===== config.mk =====
export PLATFORM = sky130hd
export DESIGN_NAME = morse_key_decoder_unit
export DESIGN_NICKNAME = d
export VERILOG_FILES = /design/src/hw/rtl/mkd_pkg.sv /design/src/hw/rtl/mkd_front.sv /design/src/hw/rtl/mkd_queue.sv /design/src/hw/rtl/mkd_back.sv /design/src/hw/rtl/morse_key_decoder_unit.sv
export VERILOG_INCLUDE_DIRS = /design/src /design/src/hw/rtl
export SDC_FILE = /design/constraint.sdc
export NUM_CORES = 1
export LEC_CHECK = 0
export BUFFER_PORTS_ARGS = -buffer_cell sky130_fd_sc_hd__buf_2
export CAP_MARGIN = 20
export CELL_PAD_IN_SITES_DETAIL_PLACEMENT = 1
export CELL_PAD_IN_SITES_GLOBAL_PLACEMENT = 2
export CORE_ASPECT_RATIO = 1.4
export CORE_MARGIN = 5
export CORE_UTILIZATION = 34
export CTS_CLUSTER_SIZE = 14
export DETAILED_ROUTE_END_ITERATION = 8
export PLACE_DENSITY_LB_ADDON = 0.1
export SLEW_MARGIN = 40
export SYNTH_ARGS = -nofsm -noshare
export SYNTH_HDL_FRONTEND = slang
export SYNTH_SLANG_ARGS = --single-unit

===== constraint.sdc =====
create_clock -name i_clk -period 4.4 [get_ports i_clk]
set_input_delay 0.22 -clock i_clk [delete_from_list [all_inputs] [get_ports i_clk]]
set_output_delay 0.22 -clock i_clk [all_outputs]
set_load 0.02 [all_outputs]

===== src/hw/rtl/assert_macros.svh =====
// Assertion helpers for the modules that check their own logic.
`ifndef ASSERT_MACROS_SVH
`define ASSERT_MACROS_SVH

// Holds at every rising clock edge outside reset.
`define CHECK_ALWAYS(label, clk, rst_n, prop, msg) \
    label: assert property (@(posedge clk) disable iff (!rst_n) (prop)) else $error(msg);

// A condition at one edge implies a consequence at the same edge.
`define CHECK_IMPLIES(label, clk, rst_n, cond, cons, msg) \
    label: assert property (@(posedge clk) disable iff (!rst_n) (cond) |-> (cons)) \
        else $error(msg);

`endif


===== src/hw/rtl/mkd_pkg.sv =====
`timescale 1ns / 1ps

package mkd_pkg;

    localparam int unsigned MAX_SYMBOLS_DEF = 16;
    localparam int unsigned QUEUE_DEPTH     = 2;

    localparam int unsigned CODE_W  = 6;
    localparam int unsigned LENC_W  = 3;
    localparam int unsigned TICK_W  = 16;
    localparam int unsigned CHAR_W  = 7;
    localparam int unsigned KIND_W  = 3;

    localparam logic [TICK_W-1:0] DASH_TICKS_RST = 16'h4000;
    localparam logic [TICK_W-1:0] GAP_TICKS_RST  = 16'h8000;
    localparam logic [TICK_W-1:0] TICK_MAX       = 16'hFFFF;

    localparam logic CFG_IDX_DASH = 1'b0;
    localparam logic CFG_IDX_GAP  = 1'b1;

    localparam logic [KIND_W-1:0] KIND_LETTER  = 3'd0;
    localparam logic [KIND_W-1:0] KIND_UNKNOWN = 3'd1;
    localparam logic [KIND_W-1:0] KIND_SPACE   = 3'd2;
    localparam logic [KIND_W-1:0] KIND_DOT     = 3'd3;
    localparam logic [KIND_W-1:0] KIND_DASH    = 3'd4;

    localparam logic [CHAR_W-1:0] CH_DOT   = 7'h2E;
    localparam logic [CHAR_W-1:0] CH_MINUS = 7'h2D;
    localparam logic [CHAR_W-1:0] CH_UNDER = 7'h5F;

    // Length class for a decode: the real length up to six, otherwise too long.
    localparam logic [LENC_W-1:0] LEN_TOO_LONG = 3'd7;

    typedef enum logic [1:0] {
        EV_DOT,
        EV_DASH,
        EV_SPACE,
        EV_DECODE
    } t_ev_op;

    typedef struct packed {
        t_ev_op              op;
        logic [CODE_W-1:0]   bits;
        logic [LENC_W-1:0]   len;
    } t_event;

    typedef struct packed {
        logic   valid;
        t_event ev;
    } t_q_push;

    typedef struct packed {
        logic   valid;
        t_event ev;
    } t_q_head;

    // Returns {found, character}; the first symbol sits in the highest used bit, 1 is a dash.
    function automatic logic [CHAR_W:0] morse_lookup(input logic [LENC_W-1:0] len,
                                                     input logic [CODE_W-1:0] bits);
        logic [CHAR_W:0] res;
        res = '0;
        unique case (len)
            3'd1: begin
                unique case (bits[0])
                    1'b0: res = {1'b1, 7'h45};
                    1'b1: res = {1'b1, 7'h54};
                    default: res = '0;
                endcase
            end
            3'd2: begin
                unique case (bits[1:0])
                    2'b00: res = {1'b1, 7'h49};
                    2'b01: res = {1'b1, 7'h41};
                    2'b10: res = {1'b1, 7'h4E};
                    2'b11: res = {1'b1, 7'h4D};
                    default: res = '0;
                endcase
            end
            3'd3: begin
                unique case (bits[2:0])
                    3'b000: res = {1'b1, 7'h53};
                    3'b001: res = {1'b1, 7'h55};
                    3'b010: res = {1'b1, 7'h52};
                    3'b011: res = {1'b1, 7'h57};
                    3'b100: res = {1'b1, 7'h44};
                    3'b101: res = {1'b1, 7'h4B};
                    3'b110: res = {1'b1, 7'h47};
                    3'b111: res = {1'b1, 7'h4F};
                    default: res = '0;
                endcase
            end
            3'd4: begin
                unique case (bits[3:0])
                    4'b0000: res = {1'b1, 7'h48};
                    4'b0001: res = {1'b1, 7'h56};
                    4'b0010: res = {1'b1, 7'h46};
                    4'b0100: res = {1'b1, 7'h4C};
                    4'b0110: res = {1'b1, 7'h50};
                    4'b0111: res = {1'b1, 7'h4A};
                    4'b1000: res = {1'b1, 7'h42};
                    4'b1001: res = {1'b1, 7'h58};
                    4'b1010: res = {1'b1, 7'h43};
                    4'b1011: res = {1'b1, 7'h59};
                    4'b1100: res = {1'b1, 7'h5A};
                    4'b1101: res = {1'b1, 7'h51};
                    default: res = '0;
                endcase
            end
            3'd5: begin
                unique case (bits[4:0])
                    5'b11111: res = {1'b1, 7'h30};
                    5'b01111: res = {1'b1, 7'h31};
                    5'b00111: res = {1'b1, 7'h32};
                    5'b00011: res = {1'b1, 7'h33};
                    5'b00001: res = {1'b1, 7'h34};
                    5'b00000: res = {1'b1, 7'h35};
                    5'b10000: res = {1'b1, 7'h36};
                    5'b11000: res = {1'b1, 7'h37};
                    5'b11100: res = {1'b1, 7'h38};
                    5'b11110: res = {1'b1, 7'h39};
                    default: res = '0;
                endcase
            end
            3'd6: begin
                unique case (bits)
                    6'b110011: res = {1'b1, 7'h2C};
                    6'b010101: res = {1'b1, 7'h2E};
                    6'b001100: res = {1'b1, 7'h3F};
                    6'b101011: res = {1'b1, 7'h21};
                    default: res = '0;
                endcase
            end
            default: res = '0;
        endcase
        return res;
    endfunction

endpackage


===== src/hw/rtl/mkd_front.sv =====
`timescale 1ns / 1ps

module mkd_front
    import mkd_pkg::*;
#(
    parameter int unsigned MAX_SYMBOLS = MAX_SYMBOLS_DEF
) (
    input  logic              i_clk,
    input  logic              i_rst_n,
    input  logic              i_valid,
    output logic              o_ready,
    input  logic              i_key_down,
    input  logic              i_discard,
    input  logic              i_cfg_valid,
    input  logic              i_cfg_index,
    input  logic [TICK_W-1:0] i_cfg_data,
    input  logic              i_q_full,
    output t_q_push           o_push
);

    localparam int unsigned LEN_W = $clog2(MAX_SYMBOLS + 1);

    logic [TICK_W-1:0] r_dash_ticks, n_dash_ticks;
    logic [TICK_W-1:0] r_gap_ticks, n_gap_ticks;
    logic              r_key_was_down, n_key_was_down;
    logic              r_still_dot, n_still_dot;
    logic              r_letter, n_letter;
    logic              r_space, n_space;
    logic [TICK_W-1:0] r_tick, n_tick;
    logic              r_running, n_running;
    logic [CODE_W-1:0] r_bits, n_bits;
    logic [LEN_W-1:0]  r_len, n_len;

    logic              w_accept;
    logic [TICK_W-1:0] w_tick_inc;
    logic [TICK_W-1:0] w_period;
    logic [LENC_W-1:0] w_len_class;

    assign o_ready  = !i_q_full;
    assign w_accept = i_valid && o_ready;

    always_ff @(posedge i_clk) begin
        if (!i_rst_n) begin
            r_dash_ticks   <= DASH_TICKS_RST;
            r_gap_ticks    <= GAP_TICKS_RST;
            r_key_was_down <= 1'b0;
            r_still_dot    <= 1'b1;
            r_letter       <= 1'b0;
            r_space        <= 1'b0;
            r_tick         <= '0;
            r_running      <= 1'b0;
            r_bits         <= '0;
            r_len          <= '0;
        end else begin
            r_dash_ticks   <= n_dash_ticks;
            r_gap_ticks    <= n_gap_ticks;
            r_key_was_down <= n_key_was_down;
            r_still_dot    <= n_still_dot;
            r_letter       <= n_letter;
            r_space        <= n_space;
            r_tick         <= n_tick;
            r_running      <= n_running;
            r_bits         <= n_bits;
            r_len          <= n_len;
        end
    end

    always_comb begin
        n_dash_ticks = r_dash_ticks;
        n_gap_ticks  = r_gap_ticks;
        if (i_cfg_valid) begin
            if (i_cfg_index == CFG_IDX_DASH) begin
                n_dash_ticks = i_cfg_data;
            end else begin
                n_gap_ticks = i_cfg_data;
            end
        end
    end

    always_comb begin
        w_tick_inc  = (r_tick < TICK_MAX) ? r_tick + 1'b1 : r_tick;
        w_period    = r_key_was_down ? r_dash_ticks : r_gap_ticks;
        w_len_class = (r_len > LEN_W'(6)) ? LEN_TOO_LONG : LENC_W'(r_len);

        n_key_was_down = r_key_was_down;
        n_still_dot    = r_still_dot;
        n_letter       = r_letter;
        n_space        = r_space;
        n_tick         = r_tick;
        n_running      = r_running;
        n_bits         = r_bits;
        n_len          = r_len;

        o_push.valid   = 1'b0;
        o_push.ev.op   = EV_DOT;
        o_push.ev.bits = r_bits;
        o_push.ev.len  = w_len_class;

        if (w_accept) begin
            priority if (i_discard) begin
                n_running      = 1'b0;
                n_tick         = '0;
                n_bits         = '0;
                n_len          = '0;
                n_still_dot    = 1'b1;
                n_letter       = 1'b0;
                n_space        = 1'b0;
                n_key_was_down = 1'b0;
            end else if (i_key_down != r_key_was_down) begin
                if (!i_key_down && (r_len < LEN_W'(MAX_SYMBOLS))) begin
                    if (r_len < LEN_W'(CODE_W)) begin
                        n_bits = {r_bits[CODE_W-2:0], !r_still_dot};
                    end
                    n_len        = r_len + 1'b1;
                    o_push.valid = 1'b1;
                    o_push.ev.op = r_still_dot ? EV_DOT : EV_DASH;
                end
                n_still_dot    = 1'b1;
                n_letter       = 1'b0;
                n_space        = 1'b0;
                n_tick         = '0;
                n_running      = 1'b1;
                n_key_was_down = i_key_down;
            end else if (r_running) begin
                n_tick = w_tick_inc;
                if (w_tick_inc >= w_period) begin
                    n_running   = 1'b0;
                    n_tick      = '0;
                    n_still_dot = 1'b0;
                    if (!r_key_was_down) begin
                        n_letter = 1'b1;
                        if (r_letter) begin
                            n_space      = 1'b1;
                            o_push.valid = 1'b1;
                            o_push.ev.op = EV_SPACE;
                        end else if (!r_space) begin
                            o_push.valid = 1'b1;
                            o_push.ev.op = EV_DECODE;
                            n_bits       = '0;
                            n_len        = '0;
                            n_running    = 1'b1;
                        end
                    end
                end
            end
        end
    end

endmodule


===== src/hw/rtl/mkd_queue.sv =====
`timescale 1ns / 1ps

module mkd_queue
    import mkd_pkg::*;
#(
    parameter int unsigned DEPTH = QUEUE_DEPTH
) (
    input  logic    i_clk,
    input  logic    i_rst_n,
    input  t_q_push i_push,
    output logic    o_full,
    input  logic    i_pop,
    output t_q_head o_head
);

    localparam int unsigned PTR_W = (DEPTH > 1) ? $clog2(DEPTH) : 1;
    localparam int unsigned CNT_W = $clog2(DEPTH + 1);

    t_event           r_mem [DEPTH];
    logic [PTR_W-1:0] r_wptr, n_wptr;
    logic [PTR_W-1:0] r_rptr, n_rptr;
    logic [CNT_W-1:0] r_count, n_count;
    logic             w_do_push;
    logic             w_do_pop;

    assign o_full       = (r_count == CNT_W'(DEPTH));
    assign o_head.valid = (r_count != '0);
    assign o_head.ev    = r_mem[r_rptr];

    always_comb begin
        w_do_push = i_push.valid && !o_full;
        w_do_pop  = i_pop && o_head.valid;
        n_wptr    = r_wptr;
        n_rptr    = r_rptr;
        n_count   = r_count;
        if (w_do_push) begin
            n_wptr = (r_wptr == PTR_W'(DEPTH - 1)) ? '0 : r_wptr + 1'b1;
        end
        if (w_do_pop) begin
            n_rptr = (r_rptr == PTR_W'(DEPTH - 1)) ? '0 : r_rptr + 1'b1;
        end
        if (w_do_push && !w_do_pop) begin
            n_count = r_count + 1'b1;
        end else if (w_do_pop && !w_do_push) begin
            n_count = r_count - 1'b1;
        end
    end

    always_ff @(posedge i_clk) begin
        if (!i_rst_n) begin
            r_wptr  <= '0;
            r_rptr  <= '0;
            r_count <= '0;
        end else begin
            r_wptr  <= n_wptr;
            r_rptr  <= n_rptr;
            r_count <= n_count;
        end
    end

    always_ff @(posedge i_clk) begin
        if (w_do_push) begin
            r_mem[r_wptr] <= i_push.ev;
        end
    end

endmodule


===== src/hw/rtl/mkd_back.sv =====
`timescale 1ns / 1ps

module mkd_back
    import mkd_pkg::*;
(
    input  logic              i_clk,
    input  logic              i_rst_n,
    input  t_q_head           i_head,
    output logic              o_pop,
    output logic              o_valid,
    input  logic              i_ready,
    output logic [CHAR_W-1:0] o_char_code,
    output logic [KIND_W-1:0] o_kind
);

    logic              r_valid, n_valid;
    logic [CHAR_W-1:0] r_char, n_char;
    logic [KIND_W-1:0] r_kind, n_kind;
    logic [CHAR_W:0]   w_lookup;

    assign o_pop       = i_head.valid && (!r_valid || i_ready);
    assign o_valid     = r_valid;
    assign o_char_code = r_char;
    assign o_kind      = r_kind;

    always_comb begin
        w_lookup = morse_lookup(i_head.ev.len, i_head.ev.bits);
        n_valid  = r_valid && !i_ready;
        n_char   = r_char;
        n_kind   = r_kind;
        if (o_pop) begin
            n_valid = 1'b1;
            unique case (i_head.ev.op)
                EV_DOT: begin
                    n_char = CH_DOT;
                    n_kind = KIND_DOT;
                end
                EV_DASH: begin
                    n_char = CH_UNDER;
                    n_kind = KIND_DASH;
                end
                EV_SPACE: begin
                    n_char = CH_UNDER;
                    n_kind = KIND_SPACE;
                end
                EV_DECODE: begin
                    n_char = w_lookup[CHAR_W] ? w_lookup[CHAR_W-1:0] : CH_MINUS;
                    n_kind = w_lookup[CHAR_W] ? KIND_LETTER : KIND_UNKNOWN;
                end
                default: begin
                    n_char = CH_MINUS;
                    n_kind = KIND_UNKNOWN;
                end
            endcase
        end
    end

    always_ff @(posedge i_clk) begin
        if (!i_rst_n) begin
            r_valid <= 1'b0;
        end else begin
            r_valid <= n_valid;
        end
    end

    always_ff @(posedge i_clk) begin
        r_char <= n_char;
        r_kind <= n_kind;
    end

endmodule


===== src/hw/rtl/morse_key_decoder_unit.sv =====
`timescale 1ns / 1ps
// Channel   Direction  Handshake                 Payload
// s_axis    in         i_s_axis_tvalid/o_tready  tdata[0] key_down, tdata[1] discard
// m_axis    out        o_m_axis_tvalid/i_tready  tdata[6:0] char_code, tuser[2:0] kind
// cfg       in         i_cfg_valid/o_cfg_ready   i_cfg_index, i_cfg_data[15:0]
//
// One item is taken each cycle the queue is not full; timer and symbols update in that cycle.
// An item's result is written into the event queue and then into the output register.
// The two-entry event queue sets when the input stalls: it fills only while the output is held.
// Reset is synchronous and active low; it clears timers, symbols, queue and output valid.
// Configuration writes are always taken.

module morse_key_decoder_unit
    import mkd_pkg::*;
#(
    parameter int unsigned MAX_SYMBOLS = MAX_SYMBOLS_DEF
) (
    input  logic              i_clk,
    input  logic              i_rst_n,
    input  logic              i_s_axis_tvalid,
    output logic              o_s_axis_tready,
    input  logic [7:0]        i_s_axis_tdata,   // [0] key_down, [1] discard, [7:2] zero
    output logic              o_m_axis_tvalid,
    input  logic              i_m_axis_tready,
    output logic [7:0]        o_m_axis_tdata,   // [6:0] char_code, [7] zero
    output logic [KIND_W-1:0] o_m_axis_tuser,   // [2:0] kind
    input  logic              i_cfg_valid,
    output logic              o_cfg_ready,
    input  logic              i_cfg_index,
    input  logic [TICK_W-1:0] i_cfg_data
);

    t_q_push           w_push;
    t_q_head           w_head;
    logic              w_q_full;
    logic              w_pop;
    logic [CHAR_W-1:0] w_char;

    assign o_cfg_ready    = 1'b1;
    assign o_m_axis_tdata = {1'b0, w_char};

    mkd_front #(
        .MAX_SYMBOLS (MAX_SYMBOLS)
    ) u_front (
        .i_clk       (i_clk),
        .i_rst_n     (i_rst_n),
        .i_valid     (i_s_axis_tvalid),
        .o_ready     (o_s_axis_tready),
        .i_key_down  (i_s_axis_tdata[0]),
        .i_discard   (i_s_axis_tdata[1]),
        .i_cfg_valid (i_cfg_valid),
        .i_cfg_index (i_cfg_index),
        .i_cfg_data  (i_cfg_data),
        .i_q_full    (w_q_full),
        .o_push      (w_push)
    );

    mkd_queue #(
        .DEPTH (QUEUE_DEPTH)
    ) u_queue (
        .i_clk   (i_clk),
        .i_rst_n (i_rst_n),
        .i_push  (w_push),
        .o_full  (w_q_full),
        .i_pop   (w_pop),
        .o_head  (w_head)
    );

    mkd_back u_back (
        .i_clk       (i_clk),
        .i_rst_n     (i_rst_n),
        .i_head      (w_head),
        .o_pop       (w_pop),
        .o_valid     (o_m_axis_tvalid),
        .i_ready     (i_m_axis_tready),
        .o_char_code (w_char),
        .o_kind      (o_m_axis_tuser)
    );

`include "assert_macros.svh"

    `CHECK_IMPLIES(a_push_not_full, i_clk, i_rst_n, w_push.valid, !w_q_full, "event pushed into a full queue")
    `CHECK_IMPLIES(a_pop_has_room, i_clk, i_rst_n, w_pop, !o_m_axis_tvalid || i_m_axis_tready, "queue popped while the output item is held")
    `CHECK_ALWAYS(a_kind_range, i_clk, i_rst_n, !o_m_axis_tvalid || (o_m_axis_tuser <= KIND_DASH), "output kind out of range")

endmodule

Yosys cells after proc, flatten, opt, wreduce, memory -nomap -nowiden
Memories as Yosys holds them, arrays and structs flattened. A register that Yosys moved wholly into a read port is not among the register bits.
Cells that the tools add are included.
{ "classes": {"n_eq_ne": 23, "addsub": 6, "bitwise_logic": 2, "n_lt_le_gt_ge": 5, "n_mux": 75, "reduce_logical": 34} }
{ "ops": {"columns": ["cell", "count"], "rows": [
  ["16-bit 2-to-1 mux", 6],
  ["8-bit case mux with 4 select lines", 2],
  ["6-bit 2-to-1 mux", 9],
  ["8-bit case mux with 6 select lines", 1],
  ["5-bit 2-to-1 mux", 8],
  ["1-bit 2-to-1 mux", 33],
  ["3-bit 2-to-1 mux", 10],
  ["7-bit case mux with 3 select lines", 1],
  ["16-bit by 1-bit adder with 16-bit output (second input constant)", 1],
  ["16-bit greater-or-equal comparator", 1],
  ["16-bit less-than comparator (second input constant)", 1],
  ["8-bit case mux with 2 select lines", 1],
  ["3-bit inequality test (second input constant)", 5],
  ["6-bit equality test (second input constant)", 2],
  ["3-bit case mux with 4 select lines", 1],
  ["2-bit equality test (second input constant)", 5],
  ["3-bit equality test (second input constant)", 3],
  ["3-bit nonzero test", 3],
  ["1-bit logical AND", 8],
  ["2-bit AND reduction", 4],
  ["8-bit AND reduction", 1],
  ["1-bit logical NOT", 7],
  ["7-bit 2-to-1 mux", 1],
  ["7-bit AND reduction", 1],
  ["22 further kinds", 30]
]} }
{ "word_totals": {"reg_bits": 79, "output_inout_bits": 14, "ram_bits": 22, "wordCells": 165, "input_bits": 30, "mem_count": 4, "rom_bits": 376} }
{ "memory_table": {"columns": ["name", "depth", "word_bits", "read_ports", "rd_ports_with_merged_regs", "wr", "line", "text"], "rows": [
  ["(no name shown)", 32, 7, 1, 0, 0, "mkd_pkg.sv:110", "unique case (bits[4:0])"],
  ["(no name shown)", 16, 7, 1, 0, 0, "mkd_pkg.sv:93", "unique case (bits[3:0])"],
  ["(no name shown)", 8, 5, 1, 0, 0, "mkd_pkg.sv:80", "unique case (bits[2:0])"],
  ["u_queue.r_mem", 2, 11, 1, 1, 1, "mkd_queue.sv:19", "t_event r_mem [DEPTH];"]
]} }

Longest topological paths before layout
Gate-level depths: netlist of the first run.
{ "logic_depth": {"word_depth": 13, "ltp_mapped": 18, "depth_no_buf": 17} }

Cells and area by module
Synthesis of the first run repeated with hierarchy kept, for this count alone.
{ "hier_totals": {"cells_unflattened": 645, "hier_area_um2": 5916.9} }
{ "modules_own_cells": {"columns": ["mod", "area_per_inst_um2", "cells_each", "seq_area_each_um2", "instances"], "rows": [
  ["mkd_front", 3473.3, 431, 1281.2, 1],
  ["mkd_back", 1395.1, 151, 320.3, 1],
  ["mkd_queue", 1026.0, 59, 760.7, 1],
  ["morse_key_decoder_unit", 22.5, 4, 0.0, 1]
]} }

Least setup slack after synthesis of the first run
OpenSTA, ideal clock, no wires.
{ "synth_timing": {"path_type": "register to register", "startpoint": "register u_front.r_tick[0]", "endpoint": "register u_queue.r_count[1]", "path_stages_with_launch": 17, "slack_ps": 109, "setup_time_ps": 76, "period_less_slack_ps": 4291, "arrival_time_ps": 4216, "n_path_buf": 1, "required_ps": 4324, "cell_sequence": "dfxtp_1 -> ha_1 -> nand2_1 -> or4b_4 -> or2_1 -> buf_2 -> mux2_2 -> ha_1 -> a21o_1 -> a21oi_1 -> a2111oi_4 -> or3_2 -> a31oi_1 -> inv_1 -> ha_1 -> or3_1 -> a21boi_0"} }
{ "synth_via": {"elab_chain_cells": 12, "elab_cells_between_ends": 15, "classes_between": "add/sub (1); order compare (2); mux (7); reduce/logical (5)"} }
{ "synth_lines": {"columns": ["element", "line", "text"], "rows": [
  ["from (decl)", "mkd_front.sv:29", "logic [TICK_W-1:0] r_tick, n_tick;"],
  ["from (signal assigned)", "mkd_front.sv:61", "r_tick <= n_tick;"],
  ["16-bit by 1-bit adder with 16-bit output or 16-bit less-than comparator (tied branches)", "mkd_front.sv:81", "w_tick_inc = (r_tick < TICK_MAX) ? r_tick + 1'b1 : r_tick;"],
  ["16-bit 2-to-1 mux (*)", "mkd_front.sv:81", null],
  ["16-bit greater-or-equal comparator (*)", "mkd_front.sv:126", "if (w_tick_inc >= w_period) begin"],
  ["3-bit 2-to-1 mux (*)", "mkd_front.sv:126", null],
  ["3-bit 2-to-1 mux (*)", "mkd_front.sv:124", "end else if (r_running) begin"],
  ["3-bit 2-to-1 mux (*)", "mkd_front.sv:109", "end else if (i_key_down != r_key_was_down) begin"],
  ["3-bit 2-to-1 mux (*)", "mkd_front.sv:100", "priority if (i_discard) begin"],
  ["3-bit 2-to-1 mux (*)", "mkd_front.sv:99", "if (w_accept) begin"],
  ["1-bit logical AND (*)", "mkd_queue.sv:31", "w_do_push = i_push.valid && !o_full;"],
  ["via u_queue.w_do_push", "mkd_queue.sv:23", "logic w_do_push;"],
  ["1-bit logical NOT", "mkd_queue.sv:44", "end else if (w_do_pop && !w_do_push) begin"],
  ["1-bit logical AND", "mkd_queue.sv:44", null],
  ["2-bit nonzero test (no source line)", null, null],
  ["to (signal assigned)", "mkd_queue.sv:57", "r_count <= n_count;"],
  ["to (decl)", "mkd_queue.sv:22", "logic [CNT_W-1:0] r_count, n_count;"]
]} }
The timed path passes the listed nets; every way through them passes the cells marked *.
A chain may end at the register's enable or synchronous reset.

Worst setup path in the final report of the first run
{ "layout_timing": {"startpoint": "register u_front.r_tick[1]", "endpoint": "register u_queue.r_count[1]"} }
Same word-level chain as after synthesis.

==> reports/metrics.cfg, run 1 <==
[yosys]
synth_area_um2 = 5950
synth_cell_type_count = 72
synth_cells = 652
synth_edf_count = 32
yosysWarningCount = 0
ys.flop_type = dfxtp_1
yosys_register_bits = 102
synth-seq-area-share_pct = 39.7
async_flop_share_pct = 0
syn_nets = 712
syn_avg_cell_area_um2 = 9.12

[routing]
viasPerCell = 5.26
dr.pass1.iters = 4
vias = 4938
antenna_left = 0
drtIter0Drc = 114
route.detailed.drc = 0
wl_per_cell_um = 17.9
drt_wl_total_mm = 16.8

[critical_path]
r2r-start = u_front.r_tick[1]
startpoint_type = flop
rr_endpoint = u_queue.r_count[1]
cp_max_fo = 5
rr_worst_depth = 15
rrSetupSlack_ps = 230
worstSetupPathType = flop to flop
cp.required_ps = 4680
cp.arrival_ps = 4440
cp-end-kind = flop

[floorplan]
die_y_um = 166
die_w_um = 122
num_rows = 57
start_util_pct = 34.5
num_io_pins = 44
die-area_um2 = 20300
core-area_um2 = 17300

[clock_network]
clock_sinks = 102
cts_tree = built
insertion_delay_ps = 350
cts-root-buf = clkbuf_16
htree_levels = 3
ctsHoldBuffers = 0
cts_buffers = 9
clk_pin_slew_ps = 70
cts_max_path_buffers = 2

[timing]
worst_slew_pin_slew_ps = 855
hold_violations = 0
finalMaxSlewViolations = 0
max_freq_ghz = 0.240
fin_worst_skew_ps = 9.64
period_share_pct = 94.7
slew_headroom_pct = 42.4
period_needed_ps = 4170
setup_viol = 0

[layout]
final_cell_mix = nand2_1, dfxtp_1, nor2_1, mux2i_1, buf_2
regArea_um2 = 2360
area_growth_pct = 14.7
final_core_util_pct = 39.5
multi_input_area_um2 = 3410
final_common_cell = nand2_1
drive_gt1_share_pct = 15.4
layout.nets = 758
antennaDiodeCount = 0
fillers = 2063

[global_route]
grtUsageTotal_pct = 17.1
antenna_found_initial = 0
grt_max_degree = 34
gr-total-overflow = 0
grt_pass1_wl_mm = 27.4
grt_pass1_vias = 5287

[placed_design]
gp_congestion = 0.839
port_buffers = 35
hpwlAfterDp_mm = 13.3

[pwr]
seqPwrFrac_pct = 42.5
total_power_mw = 2.61
switching_share_pct = 32.6
max-vdd-ir-drop_uv = 169
total_leakage_power_nw = 2.51
internal_power_mw = 1.76
power_frac_comb_pct = 26.2
p_per_area_nw_per_um2 = 383
power.switching_mw = 0.851
pwr-share-clk_pct = 31.4

[outcome]
status = finished, final reports clean

[flow_run]
maxCapViolCount = 0

[min_path]
holdPathEnd = u_front.r_dash_ticks[14]
hold_path.class = primary input to flop
hold_path_depth = 3
hold_start = i_cfg_data[14]

-- cells in the mapped netlist, types with 3 or more instances --
library cell | number | area, µm²
a2111oi_0 | 4 | 35.0
a211oi_1 | 4 | 30.0
a21boi_0 | 34 | 255
a21o_1 | 4 | 30.0
a21oi_1 | 19 | 95.1
a31oi_1 | 10 | 62.6
and2_1 | 5 | 31.3
and3_1 | 3 | 18.8
buf_2 | 10 | 50.1
buf_6 | 4 | 45.0
clkbuf_1 | 11 | 41.3
dfxtp_1 | 70 | 1400
edfxtp_1 | 32 | 961
ha_1 | 30 | 375
inv_1 | 13 | 48.8
mux2_2 | 7 | 78.8
mux2i_1 | 40 | 400
nand2_1 | 112 | 420
nand2b_1 | 13 | 81.3
nand3_1 | 24 | 120
nand4_1 | 8 | 50.1
nor2_1 | 50 | 188
nor2b_1 | 7 | 43.8
nor3_1 | 15 | 75.1
nor3b_1 | 8 | 60.1
nor4_1 | 5 | 31.3
nor4bb_1 | 3 | 30.0
o21a_1 | 3 | 22.5
o21ai_0 | 15 | 75.1
o22a_1 | 3 | 26.3
o22ai_1 | 3 | 18.8
o31ai_1 | 3 | 22.5
or3_1 | 7 | 43.8
xnor2_1 | 15 | 131
xor2_1 | 11 | 96.3
-- final cells by class --
class                      instances  share of cell area [%]
inverter                          13                   0.715
timing repair buffer              65                    5.87
sequential                       102                    34.6
multi-input combinational        507                    50.0
clock inverter                     7                    1.17
clock buffer                       9                    3.30
tap                              236                    4.33
-- critical path: stages (launching register included) --
cell and delay [ps]:
dfxtp_2 350, ha_1 170, nand2_1 110, or4b_4 590, or2_4 270, mux2_2 300, ha_1 200, a21o_1 180
a21oi_2 180, a2111oi_4 100, or3_2 520, a31oi_4 220, inv_1 60, ha_1 330, or3_1 350, a21boi_0 160
-- cells by family (layout without fill, tap and decap cells) --
logic type / count (synthesis) / count (layout) / share of synthesized area, %
mux: 48 / 48 / 8.44
flops: 102 / 102 / 39.7
fa+ha+maj: 30 / 30 / 6.31
other cells: 2 / 2 / 0.126
simple gates: 271 / 271 / 21.7
xor+xnor: 26 / 26 / 3.83
buf+inv: 43 / 94 / 3.72
compound gates: 130 / 130 / 16.1
-- per-layer routing --
| metal | global-route usage [%] | share of wire (%) |
|---|---|---|
| met4 | 7.80 | 4.2 |
| met5 | 0 | 0 |
| met1 | 16.6 | 36 |
| met3 | 2.04 | 1.6 |
| met2 | 34.5 | 58 |
-- how the worst max path moves through the flow --
stage                           start            endpoint  slack (ps)  depth (start not counted)
floorplan           u_front.r_tick[0]  u_queue.r_count[1]         110                         16
global placement    u_front.r_tick[1]  u_queue.r_count[1]         100                         15
detailed placement  u_front.r_tick[1]  u_queue.r_count[1]         -20                         15
CTS                 u_front.r_tick[1]  u_queue.r_count[1]          40                         15
global route        u_front.r_tick[0]  u_queue.r_count[1]          -9                         17
finish              u_front.r_tick[1]  u_queue.r_count[1]         230                         15
-- power by group through the flow --
stage	combinational, mW	sequential, mW	clock, mW
after floorplan	0.439	1.17	0
after global placement	0.671	1.13	0
after detailed placement	0.689	1.13	0
after CTS	0.694	1.11	0.851
after global routing	0.749	1.12	0.883
final	0.684	1.11	0.819
-- through the flow --
step                hold slack, ps  setup TNS, ps  area, µm²  std cells  setup slack [ps]
finish                         122              0       6820        939               235
global route                   124          -9.00       6820        939             -9.00
CTS                            117              0       6790        938              35.4
detailed placement             450          -23.9       6480        922             -23.9
global placement               438              0       6460        922              96.8
floorplan                      342              0       5950        652               109
-- sequential cells by signal, summed over array words and instances, names as in the netlist, 2 cells and up, named ones only --
name / cells
u_back.o_char_code: 7
u_front.r_dash_ticks: 16
u_front.r_tick: 16
u_queue.r_mem: 22
u_queue.r_count: 2
u_front.r_bits: 6
u_front.r_gap_ticks: 16
u_back.o_kind: 3
u_front.r_len: 5
-- timing repair --
item,4_1_cts,5_1_grt
pin swaps,0,2
setup endpoints to repair,1,1
resized for setup,1,6
buffers inserted,0,1
No activity file was read; power rests on OpenSTA's default activity.
==> run 2, diff against run 1 <==
--- a/config.mk
+++ b/config.mk
@@ -12,11 +12,13 @@
 export CELL_PAD_IN_SITES_GLOBAL_PLACEMENT = 2
 export CORE_ASPECT_RATIO = 1.4
 export CORE_MARGIN = 5
-export CORE_UTILIZATION = 34
+export CORE_UTILIZATION = 35
+export CTS_CLUSTER_DIAMETER = 50
 export CTS_CLUSTER_SIZE = 14
 export DETAILED_ROUTE_END_ITERATION = 8
-export PLACE_DENSITY_LB_ADDON = 0.1
+export PLACE_DENSITY = 0.83
 export SLEW_MARGIN = 40
 export SYNTH_ARGS = -nofsm -noshare
 export SYNTH_HDL_FRONTEND = slang
+export SYNTH_HIERARCHICAL = 1
 export SYNTH_SLANG_ARGS = --single-unit
==> reports/metrics.cfg, run 2 <==
[yosys]
syn_nets = 706
yosysTopAreaCellShare_pct = 23.7
synth_cell_type_count = 77
synth_edf_count = 32
ys.flop_type = dfxtp_1
synth_top_area_cell = dfxtp_1
yosys_register_bits = 102
netlist_top_cells_count = nand2_1, dfxtp_1, nor2_1
synth_top_cells_by_area = dfxtp_1, edfxtp_1, nand2_1, ha_1, mux2i_1
syn_avg_cell_area_um2 = 9.17
async_flop_share_pct = 0
synth_cells = 645
synth-seq-area-share_pct = 39.9
synth_area_um2 = 5920
yosysWarningCount = 6
synthMostInstantiatedCell = nand2_1

[floorplan]
die_w_um = 120
start_util_pct = 35.5
num_rows = 56
core-area_um2 = 16700
die-area_um2 = 19600
die_y_um = 164
num_io_pins = 44

[timing]
period_share_pct = 95.0
max_freq_ghz = 0.239
timing.hold.ws_ps = 85.6
worst_slew_pin_slew_ps = 770
finalMaxSlewViolations = 0
period_needed_ps = 4180
rsz0062_at_grt = false
slew_headroom_pct = 48.6
hold_violations = 0
tns_ps = 0
setup_viol = 0
fin_worst_skew_ps = 5.98

[critical_path]
startpoint_type = flop
cp.required_ps = 4690
cp_max_fo = 5
worstSetupPathType = flop to flop
cp-end-kind = flop
cp.arrival_ps = 4470

[global_route]
gr-total-overflow = 0
antenna_found_initial = 0
grt_pass1_wl_mm = 25.3
grt_pass1_vias = 5189
grt_max_degree = 47
grtUsageTotal_pct = 15.9

[pwr]
power.switching_mw = 0.534
max-vdd-ir-drop_uv = 242
power_frac_comb_pct = 8.1
pwr-share-clk_pct = 41.7
switching_share_pct = 26.9
p_per_area_nw_per_um2 = 297
internal_power_mw = 1.45
total_leakage_power_nw = 2.51
seqPwrFrac_pct = 50.1

[routing]
vias = 4811
top_layer = met4
wl_met3_um = 434
antenna_left = 0
dr.pass1.iters = 4
wl_met1_mm = 6.08
wl_met2_mm = 8.23
drt_wl_total_mm = 15.1
wl_per_cell_um = 17.0
route.detailed.drc = 0
viasPerCell = 5.41
drtIter0Drc = 228

[clock_network]
cts_tree = built
cts_buffers = 9
clk_pin_slew_ps = 80
insertion_delay_ps = 360
cts_max_path_buffers = 2
clock_sinks = 102
htree_levels = 3
cts-root-buf = clkbuf_16

[flow_run]
maxCapViolCount = 0

[placed_design]
port_buffers = 35
placed_area_um2 = 6330
gp_congestion = 0.832
hpwlAfterDp_mm = 11.4
place_inst = 873

[min_path]
hold_path.class = primary input to flop

[layout]
final_common_cell = nand2_1
multi_input_area_um2 = 3350
regArea_um2 = 2360
drive_gt1_share_pct = 18.2
antennaDiodeCount = 0
fillers = 1961
final_cells = 890
final_area_um2 = 6690
layout.nets = 743
largest_reg_flops = 22
final_core_util_pct = 40.1
top_register = u_queue/r_mem
final_cell_mix = nand2_1, dfxtp_1, nor2_1, a21oi_1, buf_2
area_growth_pct = 13.0

[outcome]
status = finished, final reports clean

-- run 2: through the flow --
| step | power (mW) | setup WS [ps] |
|---|---|---|
| after floorplan | 1.12 | 286 |
| after global placement | 1.17 | 61.9 |
| after detailed placement | 1.18 | -110 |
| after CTS | 2.01 | 37.4 |
| after global routing | 2.07 | 0.754 |
| final | 1.99 | 221 |
-- run 2: timing repair --
action | in CTS | in global routing
gates resized for setup | 4 | 5
endpoints found under the setup margin | 2 | 2
pin swaps | 1 | 2
hold buffers | 0 | 0
buffers inserted | 1 | 0
-- run 2: area by class of cell --
| type | count | area share, % |
|---|---|---|
| multi-input combinational | 496 | 50.1 |
| sequential | 102 | 35.3 |
| timing repair buffer | 58 | 5.20 |
| tap | 203 | 3.80 |
| clock buffer | 9 | 3.37 |
| clock inverter | 7 | 1.37 |
| inverter | 15 | 0.879 |
-- run 2: critical path, cell delays in order (launching register included) --
cell	delay (ps)
dfxtp_2	370
ha_2	220
nand3_2	90
nor3_1	190
buf_4	160
and3_1	160
mux2_2	340
ha_1	270
and4_1	210
nand4_1	120
or4_4	580
nand3_2	120
nand3_1	130
a21oi_2	180
inv_1	90
nor2_1	120
ha_1	250
or3_1	370
a21boi_2	140
-- run 2: final timing paths --
path / slack, ps / cells past startpoint / end / from
worst min register to register: 460 / 2 / u_front/r_gap_ticks[2] / u_front/r_gap_ticks[2]
worst min-delay path: 90 / 3 / u_front/r_dash_ticks[14] / i_cfg_data[14]
worst max register to register: 220 / 18 / u_queue/r_count[1] / u_front/r_tick[1]
worst max-delay path: 220 / 18 / u_queue/r_count[1] / u_front/r_tick[1]
-- run 2: kinds of logic after synthesis --
kind of cell,after synthesis,synth area share [%]
simple gates,262,21.3
fa+ha+maj,31,6.56
flops,102,39.9
mux,48,8.75
compound gates,128,15.5
xor+xnor,25,3.70
other cells,2,0.127
buf+inv,47,4.10
-- run 2: metal layers --
layer	GRT usage, %	vias to the layer above
met1	16.3	2341
met4	6.25	0
li1	-	2363
met2	31.4	75
met5	0	-
met3	3.03	32
-- run 2: power groups by stage --
stage                     sequential [mW]  combinational [mW]  clock (mW)
after detailed placement             1.02               0.161           0
after global routing                 1.00               0.180       0.892
after global placement               1.02               0.155           0
after floorplan                      1.02               0.107           0
after CTS                           0.997               0.163       0.854
final                               0.997               0.162       0.830
